==> config.mk <==
export PLATFORM = sky130hd
export DESIGN_NAME = source_map_mappings_decoder
export DESIGN_NICKNAME = d
export VERILOG_FILES = /design/src/design/smmd_pkg.sv /design/src/design/source_map_mappings_decoder.sv /design/src/design/smmd_in_stage.sv /design/src/design/smmd_decode.sv /design/src/design/smmd_out_stage.sv
export VERILOG_INCLUDE_DIRS = /design/src /design/src/design
export SDC_FILE = /design/constraint.sdc
export NUM_CORES = 1
export LEC_CHECK = 0
export ABC_AREA = 1
export BUFFER_PORTS_ARGS = -buffer_cell sky130_fd_sc_hd__buf_2
export CAP_MARGIN = 0
export CORE_MARGIN = 2
export CORE_UTILIZATION = 50
export DETAILED_ROUTE_END_ITERATION = 8
export MAX_ROUTING_LAYER = met4
export PLACE_DENSITY = 0.7
export SLEW_MARGIN = 20
export SYNTH_ARGS = -nofsm -noshare
export SYNTH_HDL_FRONTEND = slang
export SYNTH_HIERARCHICAL = 1
export SYNTH_SLANG_ARGS = --single-unit
==> constraint.sdc <==
create_clock -name clk -period 16.15 [get_ports clk]
set_clock_uncertainty 0.2 [all_clocks]
set_input_delay 2.4225 -clock clk [delete_from_list [all_inputs] [get_ports clk]]
set_output_delay 2.4225 -clock clk [all_outputs]
set_load 0.05 [all_outputs]
==> src/design/source_map_mappings_decoder_defines.svh <==
// assertion macros for the mappings decoder rtl, used by smmd_decode
// expects signals named clk and rst_n in the module that uses them
`ifndef SOURCE_MAP_MAPPINGS_DECODER_DEFINES_SVH
`define SOURCE_MAP_MAPPINGS_DECODER_DEFINES_SVH

// property that must hold at every clock edge out of reset
`define SMMD_ASSERT_ALWAYS(lbl, expr, msg) \
  lbl: assert property (@(posedge clk) disable iff (!rst_n) (expr)) else $error(msg);

// consequence that must hold in the cycle after the antecedent
`define SMMD_ASSERT_NEXT(lbl, ante, cons, msg) \
  lbl: assert property (@(posedge clk) disable iff (!rst_n) (ante) |=> (cons)) else $error(msg);

`endif

==> src/design/smmd_pkg.sv <==
// shared types, constants and the base64 digit table for the mappings decoder
// no dependencies
package smmd_pkg;

  localparam int DATA_W  = 32;          // running value and accumulator width
  localparam int SHIFT_W = 6;           // holds shift positions up to DATA_W + DIG_PAY
  localparam int FC_W    = 3;           // field counter width
  localparam int DIG_PAY = 5;           // payload bits per base64 digit
  localparam int CONT_B  = 5;           // continuation flag bit in a digit

  localparam logic [FC_W-1:0] FIELD_MAX = 3'd5;
  localparam logic [FC_W-1:0] FLD_COL   = 3'd0;
  localparam logic [FC_W-1:0] FLD_SRC   = 3'd1;
  localparam logic [FC_W-1:0] FLD_OLINE = 3'd2;
  localparam logic [FC_W-1:0] FLD_OCOL  = 3'd3;
  localparam logic [FC_W-1:0] FLD_REC   = 3'd2;  // fewest fields that give a record

  localparam logic [7:0] CHAR_COMMA = 8'h2C;
  localparam logic [7:0] CHAR_SEMI  = 8'h3B;

  localparam logic [SHIFT_W-1:0] SHIFT_LIM = SHIFT_W'(DATA_W);
  localparam logic [SHIFT_W-1:0] SHIFT_MAX = SHIFT_W'(DATA_W + DIG_PAY - 1);

  typedef struct packed {
    logic [7:0] ch;
    logic       last;
  } item_t;

  typedef struct packed {
    logic signed [DATA_W-1:0] gen_line;
    logic signed [DATA_W-1:0] gen_col;
    logic signed [DATA_W-1:0] source_index;
    logic signed [DATA_W-1:0] orig_line;
    logic signed [DATA_W-1:0] orig_col;
  } rec_t;

  typedef struct packed {
    logic       valid;
    logic [5:0] value;
  } b64_t;

  // base64 alphabet lookup
  function automatic b64_t b64_digit(input logic [7:0] c);
    b64_t r;
    r = '0;
    case (c) inside
      [8'h41:8'h5A]: r = '{valid: 1'b1, value: 6'(c - 8'h41)};
      [8'h61:8'h7A]: r = '{valid: 1'b1, value: 6'(c - 8'h61 + 8'd26)};
      [8'h30:8'h39]: r = '{valid: 1'b1, value: 6'(c - 8'h30 + 8'd52)};
      8'h2B:         r = '{valid: 1'b1, value: 6'd62};
      8'h2F:         r = '{valid: 1'b1, value: 6'd63};
      default:       r = '0;
    endcase
    return r;
  endfunction

endpackage

==> src/design/source_map_mappings_decoder.sv <==
// top level of the source map mappings decoder
// depends on smmd_pkg, smmd_in_stage, smmd_decode and smmd_out_stage
//
// Usage:
//   in channel: one character of the mappings text per request (in_ch), with
//   in_last high on the final character. out channel: one mapping record per
//   request (generated line and column, source index, original line and
//   column), given when a segment of two or more fields ends at ',' or ';'
//   or at the end of the text.
//   out_valid rises once the character that ends its segment has passed the
//   input register and its record has been loaded into the result register.
//   Throughput: one character per cycle unless stalled; the per-character path
//   is digit lookup, vlq sign fold and one shared 32-bit running-value adder.
//   Reset: running lines restart at one, columns and source index at zero,
//   no value or segment open, both registers empty. The decoder state restarts
//   the same way after the character marked last.
//   Stall: while out_ready is low with a record waiting, the decoder holds;
//   in_ready is high only while the input register is empty or being taken.
module source_map_mappings_decoder import smmd_pkg::*; (
  input  logic                     clk,
  input  logic                     rst_n,
  input  logic                     in_valid,
  output logic                     in_ready,
  input  logic [7:0]               in_ch,
  input  logic                     in_last,
  output logic                     out_valid,
  input  logic                     out_ready,
  output logic signed [DATA_W-1:0] out_gen_line,
  output logic signed [DATA_W-1:0] out_gen_col,
  output logic signed [DATA_W-1:0] out_source_index,
  output logic signed [DATA_W-1:0] out_orig_line,
  output logic signed [DATA_W-1:0] out_orig_col
);

  item_t in_item, s1_item;
  logic  s1_valid, adv, space, emit;
  rec_t  rec, out_rec;

  assign in_item.ch   = in_ch;
  assign in_item.last = in_last;

  // decoder moves when the result register has room
  assign adv = s1_valid && space;

  smmd_in_stage u_in (
    .clk      (clk),
    .rst_n    (rst_n),
    .in_valid (in_valid),
    .in_ready (in_ready),
    .in_item  (in_item),
    .adv      (adv),
    .s1_valid (s1_valid),
    .s1_item  (s1_item)
  );

  smmd_decode u_dec (
    .clk   (clk),
    .rst_n (rst_n),
    .fire  (adv),
    .item  (s1_item),
    .emit  (emit),
    .rec   (rec)
  );

  smmd_out_stage u_out (
    .clk       (clk),
    .rst_n     (rst_n),
    .load      (adv && emit),
    .rec       (rec),
    .space     (space),
    .out_valid (out_valid),
    .out_ready (out_ready),
    .out_rec   (out_rec)
  );

  assign out_gen_line     = out_rec.gen_line;
  assign out_gen_col      = out_rec.gen_col;
  assign out_source_index = out_rec.source_index;
  assign out_orig_line    = out_rec.orig_line;
  assign out_orig_col     = out_rec.orig_col;

endmodule

==> src/design/smmd_in_stage.sv <==
// input register of the mappings decoder: holds one character request
// depends on smmd_pkg
module smmd_in_stage import smmd_pkg::*; (
  input  logic  clk,
  input  logic  rst_n,
  input  logic  in_valid,
  output logic  in_ready,
  input  item_t in_item,
  input  logic  adv,
  output logic  s1_valid,
  output item_t s1_item
);

  logic  valid_r, valid_nxt;
  item_t item_r;

  // stage empties when the decoder takes it
  assign in_ready  = !valid_r || adv;
  assign valid_nxt = in_ready ? in_valid : valid_r;

  always_ff @(posedge clk) begin
    if (!rst_n) begin
      valid_r <= 1'b0;
    end else begin
      valid_r <= valid_nxt;
    end
  end

  // payload, no reset
  always_ff @(posedge clk) begin
    if (in_ready && in_valid) begin
      item_r <= in_item;
    end
  end

  assign s1_valid = valid_r;
  assign s1_item  = item_r;

endmodule

==> src/design/smmd_decode.sv <==
// vlq gathering, running values and segment handling for one character
// depends on smmd_pkg and source_map_mappings_decoder_defines.svh
`include "source_map_mappings_decoder_defines.svh"

module smmd_decode import smmd_pkg::*; (
  input  logic  clk,
  input  logic  rst_n,
  input  logic  fire,
  input  item_t item,
  output logic  emit,
  output rec_t  rec
);

  logic [DATA_W-1:0]  line_r, col_r, src_r, oline_r, ocol_r, acc_r;
  logic [DATA_W-1:0]  line_nxt, col_nxt, src_nxt, oline_nxt, ocol_nxt, acc_nxt;
  logic [SHIFT_W-1:0] shift_r, shift_nxt;
  logic [FC_W-1:0]    fc_r, fc_nxt;

  b64_t               dig;
  logic               is_sep, is_semi, take;
  logic [DATA_W-1:0]  acc_add, mag, delta, tgt, sum;
  logic [SHIFT_W-1:0] shift_add;
  logic [DATA_W-1:0]  col_m, src_m, oline_m, ocol_m, acc_m;
  logic [SHIFT_W-1:0] shift_m;
  logic [FC_W-1:0]    fc_m;
  logic               seg_emit;

  // character class
  assign dig     = b64_digit(item.ch);
  assign is_semi = (item.ch == CHAR_SEMI);
  assign is_sep  = (item.ch == CHAR_COMMA) || is_semi;

  // digit gathering, payload dropped once the value is full
  always_comb begin
    if (shift_r < SHIFT_LIM) begin
      acc_add   = acc_r | (DATA_W'(dig.value[DIG_PAY-1:0]) << shift_r);
      shift_add = shift_r + SHIFT_W'(DIG_PAY);
    end else begin
      acc_add   = acc_r;
      shift_add = shift_r;
    end
  end

  // sign sits in bit 0
  assign mag   = acc_add >> 1;
  assign delta = (!dig.valid) ? '0 : (acc_add[0] ? (DATA_W'(0) - mag) : mag);
  assign take  = !is_sep && (!dig.valid || !dig.value[CONT_B]);

  // one adder shared by the four running values
  always_comb begin
    case (fc_r)
      FLD_COL:   tgt = col_r;
      FLD_SRC:   tgt = src_r;
      FLD_OLINE: tgt = oline_r;
      FLD_OCOL:  tgt = ocol_r;
      default:   tgt = '0;
    endcase
  end
  assign sum = tgt + delta;

  // state once the character's field is taken, before segment end
  always_comb begin
    col_m   = col_r;
    src_m   = src_r;
    oline_m = oline_r;
    ocol_m  = ocol_r;
    acc_m   = acc_r;
    shift_m = shift_r;
    fc_m    = fc_r;
    if (take) begin
      case (fc_r)
        FLD_COL:   col_m   = sum;
        FLD_SRC:   src_m   = sum;
        FLD_OLINE: oline_m = sum;
        FLD_OCOL:  ocol_m  = sum;
        default:   ;
      endcase
      acc_m   = '0;
      shift_m = '0;
      fc_m    = (fc_r == FIELD_MAX) ? FIELD_MAX : fc_r + FC_W'(1);
    end else if (!is_sep) begin
      acc_m   = acc_add;
      shift_m = shift_add;
    end
  end

  // an unfinished value at segment end counts as one more field
  assign seg_emit = (fc_m >= FLD_REC) || ((fc_m == FLD_REC - FC_W'(1)) && (shift_m != '0));
  assign emit     = (is_sep || item.last) && seg_emit;

  assign rec.gen_line     = $signed(line_r);
  assign rec.gen_col      = $signed(col_m);
  assign rec.source_index = $signed(src_m);
  assign rec.orig_line    = $signed(oline_m);
  assign rec.orig_col     = $signed(ocol_m);

  // segment end and end of text
  always_comb begin
    line_nxt  = line_r;
    col_nxt   = col_m;
    src_nxt   = src_m;
    oline_nxt = oline_m;
    ocol_nxt  = ocol_m;
    acc_nxt   = acc_m;
    shift_nxt = shift_m;
    fc_nxt    = fc_m;
    if (item.last) begin
      line_nxt  = DATA_W'(1);
      col_nxt   = '0;
      src_nxt   = '0;
      oline_nxt = DATA_W'(1);
      ocol_nxt  = '0;
      acc_nxt   = '0;
      shift_nxt = '0;
      fc_nxt    = '0;
    end else if (is_sep) begin
      acc_nxt   = '0;
      shift_nxt = '0;
      fc_nxt    = '0;
      if (is_semi) begin
        line_nxt = line_r + DATA_W'(1);
        col_nxt  = '0;
      end
    end
  end

  always_ff @(posedge clk) begin
    if (!rst_n) begin
      line_r  <= DATA_W'(1);
      col_r   <= '0;
      src_r   <= '0;
      oline_r <= DATA_W'(1);
      ocol_r  <= '0;
      acc_r   <= '0;
      shift_r <= '0;
      fc_r    <= '0;
    end else if (fire) begin
      line_r  <= line_nxt;
      col_r   <= col_nxt;
      src_r   <= src_nxt;
      oline_r <= oline_nxt;
      ocol_r  <= ocol_nxt;
      acc_r   <= acc_nxt;
      shift_r <= shift_nxt;
      fc_r    <= fc_nxt;
    end
  end

  // checks
  `SMMD_ASSERT_ALWAYS(a_fc_sat, fc_r <= FIELD_MAX, "field count past saturation")
  `SMMD_ASSERT_ALWAYS(a_shift_lim, shift_r <= SHIFT_MAX, "vlq shift past limit")
  `SMMD_ASSERT_NEXT(a_last_clears, fire && item.last, (fc_r == '0) && (shift_r == '0) && (line_r == DATA_W'(1)) && (oline_r == DATA_W'(1)), "state not restored after end of text")
  `SMMD_ASSERT_NEXT(a_semi_col, fire && is_semi, (col_r == '0) && (fc_r == '0), "semicolon did not clear column")

endmodule

==> src/design/smmd_out_stage.sv <==
// result register of the mappings decoder: holds one mapping record request
// depends on smmd_pkg
module smmd_out_stage import smmd_pkg::*; (
  input  logic clk,
  input  logic rst_n,
  input  logic load,
  input  rec_t rec,
  output logic space,
  output logic out_valid,
  input  logic out_ready,
  output rec_t out_rec
);

  logic valid_r, valid_nxt;
  rec_t rec_r;

  // free when empty or being drained this cycle
  assign space     = !valid_r || out_ready;
  assign valid_nxt = space ? load : valid_r;

  always_ff @(posedge clk) begin
    if (!rst_n) begin
      valid_r <= 1'b0;
    end else begin
      valid_r <= valid_nxt;
    end
  end

  always_ff @(posedge clk) begin
    if (space && load) begin
      rec_r <= rec;
    end
  end

  assign out_valid = valid_r;
  assign out_rec   = rec_r;

endmodule
==> reports/qor.yml <==
outcome:
  run_status: "complete, no violations"
routing:
  ant_nets: 0
  initial_drt_markers: 1298
  drc: 0
  route.detailed.vias_per_inst: 5.47
  average_detailed_routed_wire_length_per_instance_um: 17.2
  drt-pass1-iter-count: 5
  postRouteWirelength_mm: 52.1
  num_vias: 16500
synthesis:
  synthCells: 2354
  postSynth.asyncResetShare: 0
  synth.largest_area_cell: "edfxtp_1"
  yosys-top-cells-area: "edfxtp_1, dfxtp_1, nand2_1"
  synth_nets: 2412
  synthesis.area_mm2: 0.0191
  seq_area_frac_synth: 0.478
  synth.top_cell.area_share: 0.266
  synth-warning-count: 6
  postSynth.topFlopCell: "dfxtp_1"
  synthesis.area_per_instance_um2: 8.12
  synthMostInstantiatedCell: "nand2_1"
  yosysUniqueCellTypes: 58
  synth_common_cells: "nand2_1, inv_1, a21oi_1"
  flops_latches_synth: 372
  synth_edf_count: 169
floorplanning:
  die_height_um: 199
  die-width_um: 199
  core_mm2: 0.0377
  start_util: 0.507
  design.die.area_mm2: 0.0398
  io-pin-count: 175
  rows: 71
final_layout:
  fillCellCount: 3446
  num_antenna_cells: 0
  finalNetCount: 2538
  post_route_cells_drive_above_1_share: 0.139
  syn_to_final_growth_pct: 13.5
  final_core_utilization: 0.576
clocking:
  clkTransAtPathRegs_ps: 60
  cts.repair_timing.setup_buffer_count: 0
  postCtsResizedCells: 0
  cts_hold_buffers_added: 0
  root_buffer: "clkbuf_16"
  cts.htree.levels: 2
  cts.path.max_buffers: 3
  tritoncts: "done"
  cts.sinks: 372
  cts_buffers: 41
  clock_insertion_delay_worst_skew_ps: 570
worst_setup_path:
  worst_setup_path_startpoint: "u_in/s1_item[3]$_DFFE_PP_"
  cp_slowest_cell: "edfxtp_1"
  critPathRequiredTime_ps: 16340
  regToRegSetupSlack_ps: 9370
  rr_worst_depth: 39
  crit-reg2reg-capture: "u_dec/oline_r[30]$_SDFFE_PN0P_"
  critPathMaxStageDelay_ps: 520
  critPathMostFrequentCell: "nand2_1"
  critPathMaxFanout: 22
  endpoint_kind: "register"
  worstSetupEndpoint: "u_dec/oline_r[30]$_SDFFE_PN0P_"
  setup.worst_path.start_class: "register"
  reg2reg_from: "u_in/s1_item[3]$_DFFE_PP_"
  worst_ep_arrival_time_ps: 6970
  worst-setup-path-type: "reg -> reg"
run:
  max-cap-violations: 0
global_route:
  grt_pass1_vias: 15400
  track_usage: 0.271
  global_route_wire_length_before_repair_mm: 82.1
  grt_start_max_net_pins: 100
  number_of_antenna_violations_at_the_first_check_in_global_routing: 0
  overflow: 0
timing:
  highest_clock_frequency_the_design_can_meet_ghz: 0.147
  tightestPinTransition_ps: 1130
  timing.final.crit_share: 0.420
  final_period_minus_worst_setup_slack_ps: 6780
  final-setup-viol-count: 0
  setup_total_negative_slack_ps: 0
  timing_max_transition_violations_final: 0
  rsz0062_at_grt: "no"
  worst_slack_ps: 9370
  relSlewSlack: 0.247
  finalHoldViolations: 0
placed_design:
  port_buffers: 174
  hpwlAfterDp_mm: 35.6
  dp_worst_setup_slack_ps: 9470
  place.gp.congestion: 0.958
power_and_ir_drop:
  finalPower_uw: 2290
  cellLeakagePower_uw: 0.00874
  power_per_cell_area_mw_per_mm2: 105
  max-vdd-ir-drop_uv: 77.2
worst_hold_path:
  hp-class: "reg -> reg"
  hold_path_startpoint: "u_dec/line_r[2]$_SDFFE_PN0P_"
[logic make-up (layout without fill, tap and decap cells)]
| family | after synthesis | after routing | synth area share |
|---|---|---|---|
| adder cells (fa/ha/maj) | 45 | 45 | 0.0299 |
| AND/OR/NAND/NOR | 947 | 947 | 0.214 |
| AO/OA/AOI/OAI | 485 | 485 | 0.149 |
| flip-flops | 372 | 372 | 0.478 |
| buffers and inverters | 414 | 572 | 0.0836 |
| multiplexers | 51 | 51 | 0.0267 |
| XOR/XNOR | 40 | 40 | 0.0183 |
[per-layer routing]
layer  vias to the layer above  track usage  share of wire
met4                         0        0.112          0.038
li1                       8081            -              -
met1                      7738        0.350           0.43
met5                         -            -              0
met2                       601        0.434           0.47
met3                       114       0.0331          0.067
[layout make-up]
| class | count | area [µm²] | share of cell area |
|---|---|---|---|
| well taps | 511 | 639 | 0.0295 |
| clock buffers | 53 | 1120 | 0.0518 |
| repair buffers | 191 | 1000 | 0.0462 |
| multi-input cells | 1568 | 8420 | 0.388 |
| flip-flops and latches | 372 | 9140 | 0.421 |
| clock inverters | 22 | 204 | 0.00941 |
| inverters | 306 | 1160 | 0.0533 |
[layout by cell type (no fill, tap or decap), types with 10 or more instances in the layout]
cell type | netlist | final
nand2_1 | 629 | 629
inv_1 | 289 | 287
a21oi_1 | 235 | 233
dfxtp_1 | 203 | 203
buf_2 | 15 | 174
edfxtp_1 | 169 | 169
nor2_1 | 107 | 102
o21ai_0 | 95 | 95
nand3_1 | 72 | 72
mux2i_1 | 51 | 51
ha_1 | 44 | 44
clkbuf_16 | 0 | 42
nand4_1 | 40 | 40
a211oi_1 | 32 | 32
nor3_1 | 31 | 30
xor2_1 | 26 | 26
o21a_1 | 21 | 21
o22ai_1 | 20 | 20
nand2_2 | 18 | 18
a221o_1 | 16 | 16
buf_4 | 2 | 16
xnor2_1 | 14 | 14
nand3_2 | 13 | 13
inv_2 | 11 | 11
nor2_2 | 8 | 10
clkinv_1 | 5 | 10
[critical path: cells and delay by family (launching register included)]
family,cells,cell delay [ps]
fa+ha+maj,2,660
flops,1,520
simple gates,21,2100
buf+inv,5,1090
compound gates,10,1730
xor+xnor,1,310
[report_power, final]
part	leakage (µW)	internal, µW	switching (µW)
Combinational	0.00496	80.4	256
Sequential	0.00313	1010	13.1
Clock	0.000642	540	383
Total	0.00874	1630	653
[metrics by stage]
step                      instance area [µm²]  hold slack (ps)  cells
after detailed placement                20300              245   2948
after global placement                  20300              237   2948
after floorplan                         19100              217   2354
after global routing                    21700              259   3023
final                                   21700              249   3023
after CTS                               21700              255   3023
[flip-flops by register name, indices dropped and copies added, names as in the netlist, 3 cells and up]
signal         flops
u_in/s1_item       9
u_dec/col_r       32
u_dec/fc_r         3
u_dec/ocol_r      32
u_dec/line_r      32
u_dec/src_r       32
u_dec/acc_r       32
u_dec/shift_r      6
u_out/out_rec    160
u_dec/oline_r     32
[worst min path at each step]
stage / endpoint / slack [ps] / depth (start not counted)
6_report: u_out/out_rec[130]$_DFFE_PP_ / 250 / 0
5_1_grt: u_dec/line_r[31]$_SDFFE_PN0P_ / 260 / 1
4_1_cts: u_out/out_rec[130]$_DFFE_PP_ / 260 / 0
3_5_place_dp: u_out/out_rec[158]$_DFFE_PP_ / 250 / 0
3_3_place_gp: u_dec/line_r[31]$_SDFFE_PN0P_ / 240 / 1
2_1_floorplan: u_dec/line_r[31]$_SDFFE_PN0P_ / 220 / 1
No activity file was read; power rests on OpenSTA's default activity.
